--- src/sv/lcmac_mul.sv ---
// shared 32x32 multiplier unit, one partial product per cycle
`default_nettype none
module lcmac_mul (
  input  wire logic        clk,
  input  wire logic [31:0] op_a,
  input  wire logic [31:0] op_b,
  output logic      [63:0] prod
);
  // registered 32x32 partial product
  always_ff @(posedge clk) begin
    prod <= op_a * op_b;
  end
endmodule
`default_nettype wire

--- config.mk ---
export PLATFORM = sky130hd
export DESIGN_NAME = lcmac_mul
export DESIGN_NICKNAME = d
export VERILOG_FILES = /design/src/sv/lcmac_mul.sv
export SDC_FILE = /design/constraint.sdc
export NUM_CORES = 2
export LEC_CHECK = 0
export ABC_AREA = 1
export BUFFER_PORTS_ARGS = -buffer_cell sky130_fd_sc_hd__buf_4
export CAP_MARGIN = 10
export CORE_ASPECT_RATIO = 1.5
export CORE_MARGIN = 5
export CORE_UTILIZATION = 56
export DETAILED_ROUTE_END_ITERATION = 12
export HOLD_SLACK_MARGIN = 0.02
export PLACE_DENSITY = 0.73
export RECOVER_POWER = 25
export SETUP_SLACK_MARGIN = 0.2
export SYNTH_ARGS = -nofsm -noshare
export SYNTH_HDL_FRONTEND = slang
export SYNTH_SLANG_ARGS = --single-unit
--- constraint.sdc ---
create_clock -name clk -period 14.2 [get_ports clk]
set_clock_uncertainty 0.2 [all_clocks]
set_input_delay 2.13 -clock clk [delete_from_list [all_inputs] [get_ports clk]]
set_output_delay 2.13 -clock clk [all_outputs]
set_load 0.02 [all_outputs]
After elaboration in Yosys (flattened, before gate mapping)
Cells that the tools add are included.
{"block": "word_totals", "in_bits": 65, "out_inout_bits": 64, "reg_bits": 64}
{"block": "op_classes", "n_mul": 1}
{"operator": "$mul 32x32->64", "count": 1}

Logic depth before layout (Yosys ltp)
{"block": "depth", "ltp_word": 1, "mapped_depth": 30, "ltp_nobuf": 29}

Worst setup path before layout
Ideal clock, no wire load.
{"block": "synth_path", "path_kind": "input -> register", "from": "in op_a[25]", "to": "reg prod[60]", "t_required_ps": 13888, "slack_ps": 6056, "arrival_ps": 7832, "cell_stages": 26, "path_buffers": 1, "path_cell_list": "clkbuf_1 -> nand2_1 -> fa_1 -> inv_1 -> fa_1 -> inv_1 -> fa_1 -> inv_1 -> fa_1 -> fa_1 -> fa_1 -> fa_1 -> inv_1 -> fa_1 -> inv_1 -> ha_1 -> nand2_1 -> nand2_1 -> a21oi_1 -> nand2_1 -> nand2_1 -> nand2_1 -> a21oi_1 -> nand2_1 -> nand2_1 -> nand2_1"}
{"block": "synth_via", "elab_chain_cells": 1}
{"element": "start: declaration", "line_no": "5", "rtl": "input wire logic [31:0] op_a,"}
{"element": "$mul 32x32->64", "line_no": "11", "rtl": "prod <= op_a * op_b;"}
{"element": "end signal: assignment", "line_no": "11"}
{"element": "end: declaration", "line_no": "7", "rtl": "output logic [63:0] prod"}
No other way between the ends.

Final worst setup path
{"block": "layout_path", "from": "in op_a[0]", "to": "reg prod[32]"}
The elaborated chain is that of the path after synthesis.

==> impl_metrics.tcl <==
set metrics [dict create \
    synthTopCellsByArea "fa_1 (48%), inv_1 (17%), nand2_1 (16%)" \
    setup_tns_ns 0 \
    core_sq_mm 0.06647 \
    finalCritPeriodShare_pct 67.03 \
    rows 116 \
    yosys.area.top_type "fa_1" \
    cp_num_cells 21 \
    crit_buf_inv 5 \
    ys_ff_latch 64 \
    hpwlAfterDp_microns 84450 \
    gr-total-overflow 0 \
    rsz0062_at_grt "false" \
    nNetsFinal 6194 \
    yosys.area_share.simple_pct 18.80 \
    synth_top_family_by_area "adder cells" \
    drt_iter0_drc 2030 \
    cp_data_required_time_ns 14.24 \
    relSlewSlack_pct -45.00 \
    setup_viol 0 \
    dr_total_vias 29956 \
    synth_ff_type "dfxtp_1" \
    hold_ws_ns 1.997 \
    ctsHoldBuffers 0 \
    clk_path_buf_depth 2 \
    largest_register_ffs 64 \
    violations "capacitance limit, slew limit" \
    holdPathStages 3 \
    synth_seq_area_share_pct 3.426 \
    die_area_sq_mm 0.07216 \
    dp.cells 5844 \
    grt_pass1_vias 33104 \
    synthToLayoutAreaGrowth_pct 4.132 \
    hold_path_class "in -> reg" \
    async_flop_share_pct 0 \
    cts_setup_buffers 0 \
    critPathTopFamily "adder cells" \
    die_w_microns 221.0 \
    track_usage_pct 30.12 \
    synthMuxAreaShare_pct 0 \
    postRouteAntennaNets 0 \
    synthAdderAreaFrac_pct 56.76 \
    antenna_found_initial 3 \
    cts_made_buffers 9 \
    ios 129 \
    cts_tree "built" \
    synth_top_area_share_pct 47.96 \
    tightest_slew_ns 2.175 \
    gp_congestion 0.9732 \
    finalNonFillerCells 5863 \
    status "complete, but fails checks" \
    regMostFlops "prod" \
    crit_type "in -> reg" \
    port_buffers 128 \
    ys_types 23 \
    cp-start-kind "input port" \
    drive_above_1_share_pct 3.558 \
    top_regs "prod: 64 flops" \
    grt_pass1_wl_microns 172200 \
    cpMostUsedCell "fa_1" \
    fillers 6202 \
    endpoint_kind "flop" \
    period_needed_ns 9.518 \
    cp_slowest_cell "clkbuf_1" \
    grt_max_degree 33 \
    cp_slowest_stage_delay_ns 1.52 \
    synth.avg_cell_area_sq_um 7.446 \
    cp_cell_sequence "clkbuf_1 > nand2_1 > fa_1 > fa_1 > inv_1 > fa_1 > fa_1 > fa_1 > fa_1 > fa_1 > fa_1 > ha_1 > nand2_1 > nor2_1 > inv_2 > nor2_4 > inv_2 > o21bai_2 > inv_1 > nand2_1 > xor2_1" \
    cap_violations 1 \
    cts_root_buffer "clkbuf_16" \
    routed_wl_microns 104900 \
    max_freq_ghz 0.1051 \
    hold_violations 0 \
    synth_compound_area_share_pct 0.8531 \
    hp-start "op_b[0]" \
    cts_sinks 64 \
    crit_fanout 32 \
    post_drt_wl_per_cell_microns 17.90 \
    syn-num-nets 6247 \
    cts-resized-gates 0 \
    h-tree-depth 3 \
    yosys_warnings 0 \
    initial_core_util_pct 56.26 \
    synth_edf_count 0 \
    min_to "prod[0]$_DFF_P_" \
    post_drt_via_cell_ratio 5.109 \
    drtPass1Iterations 5 \
    netlist_instances 5023 \
    mappedNetlistArea_sq_mm 0.03740 \
    final_common_cell "inv_1" \
    worst-endpoint-arrival_ns 9.56 \
    drc_errors 0 \
    final_cell_mix "inv_1 (1,723), nand2_1 (1,566), fa_1 (896)" \
    maxSlewViolCount 33 \
    path_clk_slew_ns 0.06 \
    die_h_microns 326.5 \
    synth_xor_area_share_pct 0.8196 \
]
through the flow:
step / util [%] / cell area [sq um] / worst slack, ns
after floorplan: - / 37400 / 6.056
after global placement: 58.29 / 38750 / 5.208
after detailed placement: 58.29 / 38750 / 5.196
after CTS: 58.75 / 39060 / 5.541
after global routing: 58.59 / 38950 / 4.434
final: 58.59 / 38950 / 4.682
cells by family after synthesis:
logic type	after synthesis
and+or+nand+nor	1781
buffers and inverters	1927
AOI/OAI and AO/OA	57
DFF	64
xor gates and xnor gates	35
adders and majority gates	1159
routing by layer:
metal	wire (microns)	up-vias	GRT usage, %
li1	-	13506	-
met1	37720	14753	35.31
met2	52740	1311	53.18
met3	8154	386	5.294
met4	6329	0	15.28
met5	0	-	0
tightest hold or removal path: stages:
cell,delay [ns]
buf_4,0.24
nand2_1,0.11
inv_1,0.04
cell type report:
class	instances	area (sq um)	area share [%]
multi-input cells	3032	28890	74.17
inverters	1735	6513	16.72
flip-flops and latches	64	1281	3.290
well taps	885	1107	2.843
repair buffers	128	844.6	2.169
clock buffers	10	239.0	0.6136
clock inverters	6	67.56	0.1735
diodes	3	7.507	0.01928
worst max path at each step:
stage | startpoint | endpoint | slack, ns
floorplan | op_a[25] | prod[60]$_DFF_P_ | 6.06
global placement | op_b[8] | prod[60]$_DFF_P_ | 5.21
detailed placement | op_a[24] | prod[60]$_DFF_P_ | 5.20
CTS | op_a[24] | prod[60]$_DFF_P_ | 5.54
global route | op_a[0] | prod[60]$_DFF_P_ | 4.43
finish | op_a[0] | prod[32]$_DFF_P_ | 4.68
cells in the mapped netlist, types with 2 or more instances:
master and count:
nand2_1 1566, nor3_2 6, nand3_1 56, ha_1 263, dfxtp_1 64, nor3_1 11, clkbuf_1 192, xnor2_1 2
nor2_2 14, inv_2 12, o21bai_1 11, nor2_4 6, o21ai_0 2, fa_1 896, nand4_1 16, xor2_1 33
inv_1 1723, nand2_2 15, nor2_1 81, nand3_2 9, a21oi_1 43
Power is left out: the tool's default activity adds up to more than one toggle a clock period on the data nets, which glitch-free logic cannot reach.
